**src/rtl/war_pkg.sv**
```systemverilog
package war_pkg;

    // Price and average widths
    localparam int PRICE_W     = 32;
    localparam int FIELD_W     = 32;
    localparam int OUT_W       = 32;
    localparam int AVG_FRAC    = 16;
    localparam int AVG_W       = PRICE_W + AVG_FRAC;
    localparam int RATIO_SHIFT = 8;

    // Period and bar counter widths
    localparam int PERIOD_W = 8;
    localparam int BARS_W   = PERIOD_W + 1;
    localparam logic [PERIOD_W-1:0] PERIOD_RESET = PERIOD_W'(14);

    // The smoothing numerator is avg * (period - 1) + tr, below 2^(AVG_W + PERIOD_W).
    localparam int NUM_W = AVG_W + PERIOD_W;

    // Divider shift register and step counter
    localparam int Q_W        = AVG_W + RATIO_SHIFT;
    localparam int STEP_CNT_W = $clog2(Q_W + 1);
    localparam logic [STEP_CNT_W-1:0] AVG_STEPS   = STEP_CNT_W'(AVG_W);
    localparam logic [STEP_CNT_W-1:0] RATIO_STEPS = STEP_CNT_W'(Q_W);

    localparam logic [OUT_W-1:0] OUT_MAX = '1;

    // Commands from the controller to the datapath
    typedef struct packed {
        logic capture;
        logic first_load;
        logic tr_load;
        logic num_load;
        logic avg_start;
        logic avg_store;
        logic ratio_start;
        logic ratio_zero;
        logic ratio_store;
        logic out_load;
    } dp_cmd_t;

    // Status from the datapath to the controller
    typedef struct packed {
        logic first_bar;
        logic close_zero;
        logic div_done;
    } dp_stat_t;

    // Fit a bus price field to the internal price width.
    function automatic logic [PRICE_W-1:0] to_price(input logic [FIELD_W-1:0] x);
        return PRICE_W'(x);
    endfunction

endpackage

```
**src/rtl/war_divider.sv**
```systemverilog
module war_divider (
    input  logic                            aclk,
    input  logic                            aresetn,
    input  logic                            start,
    input  logic [war_pkg::PRICE_W-1:0]     rem_init,
    input  logic [war_pkg::Q_W-1:0]         q_init,
    input  logic [war_pkg::PRICE_W-1:0]     divisor,
    input  logic [war_pkg::STEP_CNT_W-1:0]  steps,
    output logic [war_pkg::Q_W-1:0]         quotient,
    output logic                            done
);
    import war_pkg::*;

    logic [PRICE_W-1:0]    rem_reg, rem_next;
    logic [Q_W-1:0]        q_reg, q_next;
    logic [PRICE_W-1:0]    div_reg, div_next;
    logic [STEP_CNT_W-1:0] cnt_reg, cnt_next;
    logic                  busy_reg, busy_next;
    logic                  done_reg, done_next;
    logic [PRICE_W:0]      trial;
    logic                  fits;

    // One restoring step: bring down the next numerator bit and try the subtract.
    assign trial = {rem_reg, q_reg[Q_W-1]};
    assign fits  = trial >= {1'b0, div_reg};

    always_comb begin
        rem_next  = rem_reg;
        q_next    = q_reg;
        div_next  = div_reg;
        cnt_next  = cnt_reg;
        busy_next = busy_reg;
        done_next = 1'b0;
        if (start) begin
            rem_next  = rem_init;
            q_next    = q_init;
            div_next  = divisor;
            cnt_next  = steps;
            busy_next = 1'b1;
        end else if (busy_reg) begin
            rem_next = fits ? PRICE_W'(trial - {1'b0, div_reg}) : trial[PRICE_W-1:0];
            q_next   = {q_reg[Q_W-2:0], fits};
            cnt_next = cnt_reg - STEP_CNT_W'(1);
            if (cnt_reg == STEP_CNT_W'(1)) begin
                busy_next = 1'b0;
                done_next = 1'b1;
            end
        end
    end

    always_ff @(posedge aclk) begin
        if (!aresetn) begin
            busy_reg <= 1'b0;
            done_reg <= 1'b0;
            cnt_reg  <= '0;
        end else begin
            busy_reg <= busy_next;
            done_reg <= done_next;
            cnt_reg  <= cnt_next;
        end
    end

    always_ff @(posedge aclk) begin
        rem_reg <= rem_next;
        q_reg   <= q_next;
        div_reg <= div_next;
    end

    assign quotient = q_reg;
    assign done     = done_reg;

endmodule

```
**src/rtl/war_datapath.sv**
```systemverilog
module war_datapath (
    input  logic                            aclk,
    input  logic                            aresetn,
    input  war_pkg::dp_cmd_t                cmd,
    output war_pkg::dp_stat_t               stat,
    input  logic [3*war_pkg::FIELD_W-1:0]   s_tdata,
    input  logic [0:0]                      s_tuser,
    input  logic                            cfg_valid,
    input  logic [war_pkg::PERIOD_W-1:0]    cfg_data,
    output logic [2*war_pkg::OUT_W-1:0]     m_tdata
);
    import war_pkg::*;

    // Configuration and series state
    logic [PERIOD_W-1:0] period_reg;
    logic [PRICE_W-1:0]  prior_close_reg;
    logic [BARS_W-1:0]   bars_reg;
    logic [AVG_W-1:0]    avg_reg;

    // Captured bar
    logic [PRICE_W-1:0]  high_reg, low_reg, close_reg;
    logic                restart_reg;

    // Intermediate values
    logic [PRICE_W-1:0]  tr_reg, tr_next;
    logic [PERIOD_W-1:0] mult_reg, mult_next;
    logic [PERIOD_W-1:0] dv_reg, dv_next;
    logic [BARS_W-1:0]   bars_next;
    logic [NUM_W-1:0]    num_reg;
    logic [OUT_W-1:0]    avg_res_reg, ratio_res_reg;
    logic [2*OUT_W-1:0]  out_reg;

    logic [PRICE_W-1:0]  hl, dh, dl;
    logic [PERIOD_W-1:0] p_eff;
    logic [BARS_W-1:0]   p_plus1, bs;
    logic [63:0]         avg_wide;
    logic [OUT_W-1:0]    avg_sat;

    // Divider hookup
    logic                  div_start;
    logic [PRICE_W-1:0]    div_rem_init;
    logic [Q_W-1:0]        div_q_init;
    logic [PRICE_W-1:0]    div_divisor;
    logic [STEP_CNT_W-1:0] div_steps;
    logic [Q_W-1:0]        div_quot;
    logic                  div_done;

    // True range: the largest of the bar span and both gaps to the prior close.
    always_comb begin
        hl = (high_reg >= low_reg) ? high_reg - low_reg : '0;
        dh = (high_reg >= prior_close_reg) ? high_reg - prior_close_reg
                                           : prior_close_reg - high_reg;
        dl = (low_reg >= prior_close_reg) ? low_reg - prior_close_reg
                                          : prior_close_reg - low_reg;
        tr_next = hl;
        if (dh > tr_next) tr_next = dh;
        if (dl > tr_next) tr_next = dl;
    end

    // Warm-up mean or Wilder smoothing, chosen from the clamped bar count.
    always_comb begin
        p_eff   = (period_reg == '0) ? PERIOD_W'(1) : period_reg;
        p_plus1 = {1'b0, p_eff} + BARS_W'(1);
        bs      = (bars_reg > p_plus1) ? p_plus1 : bars_reg;
        if (bs <= {1'b0, p_eff}) begin
            mult_next = bs[PERIOD_W-1:0] - PERIOD_W'(1);
            dv_next   = bs[PERIOD_W-1:0];
        end else begin
            mult_next = p_eff - PERIOD_W'(1);
            dv_next   = p_eff;
        end
        bars_next = (bs == p_plus1) ? p_plus1 : bs + BARS_W'(1);
    end

    // The new average leaves the divider; its field saturates when the price
    // width exceeds the output width.
    assign avg_wide = 64'(div_quot[AVG_W-1:AVG_FRAC]);
    assign avg_sat  = (avg_wide > 64'(OUT_MAX)) ? OUT_MAX : avg_wide[OUT_W-1:0];

    // Divider operands: the smoothing division preloads the top numerator bits,
    // which are known to be below the divisor.
    always_comb begin
        div_start = cmd.avg_start | cmd.ratio_start;
        if (cmd.avg_start) begin
            div_rem_init = PRICE_W'(num_reg[NUM_W-1:AVG_W]);
            div_q_init   = {num_reg[AVG_W-1:0], {(Q_W-AVG_W){1'b0}}};
            div_divisor  = PRICE_W'(dv_reg);
            div_steps    = AVG_STEPS;
        end else begin
            div_rem_init = '0;
            div_q_init   = {avg_reg, {RATIO_SHIFT{1'b0}}};
            div_divisor  = close_reg;
            div_steps    = RATIO_STEPS;
        end
    end

    war_divider u_div (
        .aclk     (aclk),
        .aresetn  (aresetn),
        .start    (div_start),
        .rem_init (div_rem_init),
        .q_init   (div_q_init),
        .divisor  (div_divisor),
        .steps    (div_steps),
        .quotient (div_quot),
        .done     (div_done)
    );

    // State that reset defines.
    always_ff @(posedge aclk) begin
        if (!aresetn) begin
            period_reg      <= PERIOD_RESET;
            prior_close_reg <= '0;
            bars_reg        <= '0;
            avg_reg         <= '0;
        end else begin
            if (cfg_valid) period_reg <= cfg_data;
            if (cmd.first_load) begin
                prior_close_reg <= close_reg;
                bars_reg        <= BARS_W'(1);
                avg_reg         <= '0;
            end
            if (cmd.tr_load) begin
                prior_close_reg <= close_reg;
                bars_reg        <= bars_next;
            end
            if (cmd.avg_store) avg_reg <= div_quot[AVG_W-1:0];
        end
    end

    // Payload registers.
    always_ff @(posedge aclk) begin
        if (cmd.capture) begin
            high_reg    <= to_price(s_tdata[FIELD_W-1:0]);
            low_reg     <= to_price(s_tdata[2*FIELD_W-1:FIELD_W]);
            close_reg   <= to_price(s_tdata[3*FIELD_W-1:2*FIELD_W]);
            restart_reg <= s_tuser[0];
        end
        if (cmd.tr_load) begin
            tr_reg   <= tr_next;
            mult_reg <= mult_next;
            dv_reg   <= dv_next;
        end
        if (cmd.num_load) begin
            num_reg <= NUM_W'(avg_reg) * NUM_W'(mult_reg)
                     + NUM_W'({tr_reg, {AVG_FRAC{1'b0}}});
        end
        if (cmd.first_load) begin
            avg_res_reg   <= '0;
            ratio_res_reg <= '0;
        end
        if (cmd.avg_store) avg_res_reg <= avg_sat;
        if (cmd.ratio_zero) ratio_res_reg <= '0;
        if (cmd.ratio_store) begin
            ratio_res_reg <= (div_quot[Q_W-1:OUT_W] != '0) ? OUT_MAX : div_quot[OUT_W-1:0];
        end
        if (cmd.out_load) out_reg <= {ratio_res_reg, avg_res_reg};
    end

    assign stat.first_bar  = restart_reg | (bars_reg == '0);
    assign stat.close_zero = (close_reg == '0);
    assign stat.div_done   = div_done;
    assign m_tdata         = out_reg;

endmodule

```
**src/rtl/war_ctrl.sv**
```systemverilog
module war_ctrl (
    input  logic              aclk,
    input  logic              aresetn,
    input  logic              s_tvalid,
    output logic              s_tready,
    output logic              m_tvalid,
    input  logic              m_tready,
    output war_pkg::dp_cmd_t  cmd,
    input  war_pkg::dp_stat_t stat
);
    import war_pkg::*;

    localparam logic [2:0] S_IDLE      = 3'd0;
    localparam logic [2:0] S_TR        = 3'd1;
    localparam logic [2:0] S_MUL       = 3'd2;
    localparam logic [2:0] S_AVG_GO    = 3'd3;
    localparam logic [2:0] S_AVG_RUN   = 3'd4;
    localparam logic [2:0] S_RATIO_GO  = 3'd5;
    localparam logic [2:0] S_RATIO_RUN = 3'd6;
    localparam logic [2:0] S_FINISH    = 3'd7;

    logic [2:0] state_reg, state_next;
    logic       m_valid_reg, m_valid_next;
    logic       slot_free;

    // The output slot can take a new word once the held one is gone or leaving.
    assign slot_free = !m_valid_reg || m_tready;

    always_comb begin
        state_next   = state_reg;
        m_valid_next = m_valid_reg && !m_tready;
        cmd          = '0;
        cmd.capture  = (state_reg == S_IDLE) && s_tvalid;
        case (state_reg)
            S_IDLE: begin
                if (s_tvalid) state_next = S_TR;
            end
            S_TR: begin
                if (stat.first_bar) begin
                    cmd.first_load = 1'b1;
                    state_next     = S_FINISH;
                end else begin
                    cmd.tr_load = 1'b1;
                    state_next  = S_MUL;
                end
            end
            S_MUL: begin
                cmd.num_load = 1'b1;
                state_next   = S_AVG_GO;
            end
            S_AVG_GO: begin
                cmd.avg_start = 1'b1;
                state_next    = S_AVG_RUN;
            end
            S_AVG_RUN: begin
                if (stat.div_done) begin
                    cmd.avg_store = 1'b1;
                    state_next    = S_RATIO_GO;
                end
            end
            S_RATIO_GO: begin
                if (stat.close_zero) begin
                    cmd.ratio_zero = 1'b1;
                    state_next     = S_FINISH;
                end else begin
                    cmd.ratio_start = 1'b1;
                    state_next      = S_RATIO_RUN;
                end
            end
            S_RATIO_RUN: begin
                if (stat.div_done) begin
                    cmd.ratio_store = 1'b1;
                    state_next      = S_FINISH;
                end
            end
            S_FINISH: begin
                if (slot_free) begin
                    cmd.out_load = 1'b1;
                    m_valid_next = 1'b1;
                    state_next   = S_IDLE;
                end
            end
            default: begin
                state_next = S_IDLE;
            end
        endcase
    end

    always_ff @(posedge aclk) begin
        if (!aresetn) begin
            state_reg   <= S_IDLE;
            m_valid_reg <= 1'b0;
        end else begin
            state_reg   <= state_next;
            m_valid_reg <= m_valid_next;
        end
    end

    assign s_tready = (state_reg == S_IDLE);
    assign m_tvalid = m_valid_reg;

endmodule

```
**src/rtl/wilder_atr_ratio.sv**
```systemverilog
// An accepted bar yields its result word after the smoothing and ratio divisions, after
// the smoothing alone when the close is zero and with no division for the first bar of a
// series, plus any wait for the output slot. A new bar is accepted only once the previous
// one has entered the output slot; the shared divider retires one quotient bit per cycle,
// 48 bits for the smoothing step and 56 for the ratio.
// Reset: synchronous, active low; period returns to 14 and the series history is cleared.
module wilder_atr_ratio (
    input  logic                               aclk,
    input  logic                               aresetn,
    input  logic                               s_tvalid,
    output logic                               s_tready,
    // Fields from bit 0: bar_high[31:0], bar_low[63:32], bar_close[95:64].
    input  logic [3*war_pkg::FIELD_W-1:0]      s_tdata,
    // Fields from bit 0: restart[0].
    input  logic [0:0]                         s_tuser,
    output logic                               m_tvalid,
    input  logic                               m_tready,
    // Fields from bit 0: avg_range[31:0], range_ratio[63:32].
    output logic [2*war_pkg::OUT_W-1:0]        m_tdata,
    input  logic                               cfg_valid,
    output logic                               cfg_ready,
    input  logic [war_pkg::PERIOD_W-1:0]       cfg_data
);
    import war_pkg::*;

    dp_cmd_t  cmd;
    dp_stat_t stat;

    // The period register is always ready; the user must write it only while idle, as the block does not enforce this.
    assign cfg_ready = 1'b1;

    war_ctrl u_ctrl (
        .aclk     (aclk),
        .aresetn  (aresetn),
        .s_tvalid (s_tvalid),
        .s_tready (s_tready),
        .m_tvalid (m_tvalid),
        .m_tready (m_tready),
        .cmd      (cmd),
        .stat     (stat)
    );

    war_datapath u_dp (
        .aclk      (aclk),
        .aresetn   (aresetn),
        .cmd       (cmd),
        .stat      (stat),
        .s_tdata   (s_tdata),
        .s_tuser   (s_tuser),
        .cfg_valid (cfg_valid),
        .cfg_data  (cfg_data),
        .m_tdata   (m_tdata)
    );

endmodule

```
**config.mk**
```make
export PLATFORM = sky130hd
export DESIGN_NAME = wilder_atr_ratio
export DESIGN_NICKNAME = d
export VERILOG_FILES = /design/src/rtl/war_pkg.sv /design/src/rtl/war_divider.sv /design/src/rtl/war_datapath.sv /design/src/rtl/war_ctrl.sv /design/src/rtl/wilder_atr_ratio.sv
export SDC_FILE = /design/constraint.sdc
export NUM_CORES = 2
export LEC_CHECK = 0
export BUFFER_PORTS_ARGS = -buffer_cell sky130_fd_sc_hd__buf_2
export CAP_MARGIN = 20
export CORE_AREA = 5 5 225 391
export CTS_BUF_LIST = sky130_fd_sc_hd__clkbuf_2
export CTS_CLUSTER_DIAMETER = 50
export DETAILED_ROUTE_END_ITERATION = 8
export DIE_AREA = 0 0 230 396
export PLACE_DENSITY = 0.87
export SLEW_MARGIN = 20
export SYNTH_ARGS = -nofsm -noshare
export SYNTH_HDL_FRONTEND = slang
export SYNTH_SLANG_ARGS = --single-unit
```
**constraint.sdc**
```tcl
create_clock -name aclk -period 7.2 [get_ports aclk]
set_input_delay 0 -clock aclk [delete_from_list [all_inputs] [get_ports aclk]]
set_output_delay 0 -clock aclk [all_outputs]
set_load 0.005 [all_outputs]
```
==> impl_metrics.tcl <==
set metrics [dict create \
    grt_usage_pct 33.0 \
    rsz0062_at_grt "true" \
    yosys.area.top_type "edfxtp_1" \
    post-synth-top-count-cell "nand2_1" \
    syn_area_mm2 0.0460 \
    synth_top_area_share_pct 29.3 \
    area_growth_pct 22.2 \
    routedWlPerCell_um 22.3 \
    initial_core_util_pct 54.6 \
    die_h_um 396 \
    crit_path_frequent_cell "o21a_1" \
    dieArea_mm2 0.0911 \
    tritoncts "yes" \
    nets 6401 \
    layout_worst_path_cycle_share_pct 106 \
    ys_seq_area_share_pct 34.0 \
    fin_util_pct 66.7 \
    arrival_ns 8.72 \
    final_cell_count_no_fill 6802 \
    ys_top_cells_by_area "edfxtp_1, fa_1, ha_1" \
    synth-edff-count 449 \
    clockBufferDepth 3 \
    worst_pin_slew_ns 1.06 \
    slew_headroom_pct 29.2 \
    required_ns 8.32 \
    fp.dieW_um 230 \
    synth_common_cells "nand2_1, inv_1, edfxtp_1, ha_1, a21oi_1" \
    grt_pass1_wl_mm 234 \
    row_count 141 \
    place_ws_ns -0.776 \
    globalplace.congestion 1.04 \
    power_w 0.0199 \
    dp_cells 6183 \
    vias_per_cell 5.94 \
    yosys_warnings 0 \
    ios 177 \
    violations "negative setup slack" \
    cp-start-kind "flip-flop" \
    critPathLaunch "u_dp.high_reg[0]" \
    post_synth_num_cell_types 98 \
    io_buffers 175 \
    cpPeakStageDelay_ns 0.43 \
    setup_slack_ns -0.402 \
    status "finished with violations" \
    clock-sinks 558 \
    synthArstFlopShare_pct 0 \
    grt_start_max_net_pins 87 \
    final_max_slew_viol_count 0 \
    cp_max_fo 6 \
    vias 40400 \
    cap_violations 0 \
    rr_startpoint "u_dp.high_reg[0]" \
    ys_seq_elements 558 \
    drtPass1Iterations 6 \
    numCtsBuffers 131 \
    whs_ns 0.274 \
    finalClockSkew_ns 0.198 \
    hp-start "s_tdata[67]" \
    grt_remaining_overflow 0 \
    p_leak_nw 25.5 \
    drive_gt1_share_pct 17.8 \
    largest_register_ff_count 64 \
    ant_nets 0 \
    end_kind "flip-flop" \
    synth_flop_cell "edfxtp_1" \
    antenna_found_initial 6 \
    dpl.hpwl_mm 113 \
    fmax_mhz 132 \
    path_clk_slew_ns 0.16 \
    grt_pass1_vias 43100 \
    ir_drop_mv 0.463 \
    syn_inst 4761 \
    avgSynthCellArea_um2 9.67 \
    core-area_mm2 0.0843 \
    routed_wl_mm 151 \
    clk_latency_ns 1.55 \
    cp_slowest_cell "edfxtp_1" \
    setup_viol 32 \
    drc 0 \
    syn_nets 5548 \
    layout_min_cycle_time_ns 7.60 \
    root_buffer "clkbuf_2" \
    hold_viol 0 \
    worstHoldPathType "primary input to flip-flop" \
    crit_type "flip-flop to flip-flop" \
    h-tree-depth 4 \
    drtIter0Drc 3041 \
    power_density_mw_per_mm2 354 \
]
==> worst max-delay path, delay by kind of cell, from the launching register on <==
family	cells	cell delay, ns
AOI/OAI and AO/OA	16	3.12
and+or+nand+nor	6	1.26
adders and majority gates	4	1.06
buffers and inverters	7	0.86
DFF	1	0.43
muxes	1	0.31
xor gates and xnor gates	1	0.13
==> metrics by stage <==
step / setup TNS, ns / instance area [um2]
3_5_place_dp: -18.01 / 50700
2_1_floorplan: 0 / 46100
4_1_cts: -6.68 / 55800
6_report: -10.40 / 56300
5_1_grt: -18.19 / 56300
3_3_place_gp: -13.44 / 50700
==> timing repair <==
action                                 in CTS  in global routing
cloned                                      3                  2
buffers inserted                           19                  9
pin swaps                                  45                 61
endpoints found under the hold margin     367                  0
hold buffers                              335                  0
gates resized for setup                    68                 66
setup endpoints to repair                  32                 32
==> path summary, 6_finish.rpt <==
| kind | to | slack, ns | depth (start not counted) |
|---|---|---|---|
| setup / recovery | u_dp.tr_reg[28] | -0.40 | 35 |
| hold / removal | u_dp.close_reg[3] | 0.27 | 4 |
| setup reg to reg | u_dp.tr_reg[28] | -0.40 | 35 |
| hold reg to reg | u_dp.m_tdata[28] | 0.40 | 0 |
==> final cells by class <==
type                            count  area (um2)
Tap cell                         1072        1340
Inverter                          500        1880
Sequential cell                   558       15700
Fill cell                        6367       28100
Clock inverter                     59         437
Clock buffer                      182         911
Timing Repair Buffer              978        7970
Multi-Input combinational cell   3445       28000
Antenna cell                        8        20.0
==> per-layer routing <==
layer  track usage, %  wire length (um)  vias to the layer above
met4             31.3             18600                        0
li1                 -                 -                    18200
met1             31.3             46900                    19400
met3             6.03              9330                      840
met2             59.1             76600                     1923
met5                0                 0                        -
==> layout by cell type (no fill, tap or decap), types with 12 or more instances in the layout <==
cell           count
dlygate4sd3_1    335
nor3_1            53
clkbuf_2         182
a22oi_1           17
buf_2            175
a21o_1           120
o21bai_1          30
xnor2_1          126
and3_1            21
buf_6             17
o21a_1            80
nor2_1           242
nand2_1          502
buf_4            437
o31ai_1           15
nand3_1           55
a211oi_1          35
o21ai_0          203
nor4_1            32
a21oi_1          326
a221o_1           17
clkinv_2          14
mux2_2            24
inv_1            492
ha_1             351
a31oi_1           33
fa_1             313
edfxtp_1         449
and2_1           226
nand4_1           65
dfxtp_1          109
o211ai_1          25
xor2_1            59
o21ai_1           12
nand2b_1          24
nor2b_1           56
clkinv_1          30
mux2i_1          118
==> logic make-up (layout without fill, tap and decap cells) <==
family          after synthesis  after routing  synth area share (%)
flops                       558            558                  34.0
mux                         146            146                  3.26
simple gates               1359           1360                  14.2
xor+xnor                    185            185                  3.52
compound gates             1076           1076                  15.1
buf+inv                     759           1719                  6.39
fa+ha+maj                   677            677                  23.5
other cells                   1              9               0.00815
==> power breakdown <==
part | total, W | leakage, nW | switching [W] | internal (W)
clock | 0.00237 | 0.972 | 0.00144 | 0.000927
combinational | 0.0126 | 19.5 | 0.00691 | 0.00571
sequential | 0.00494 | 5.04 | 0.000423 | 0.00451
No activity file was read; power rests on OpenSTA's default activity.
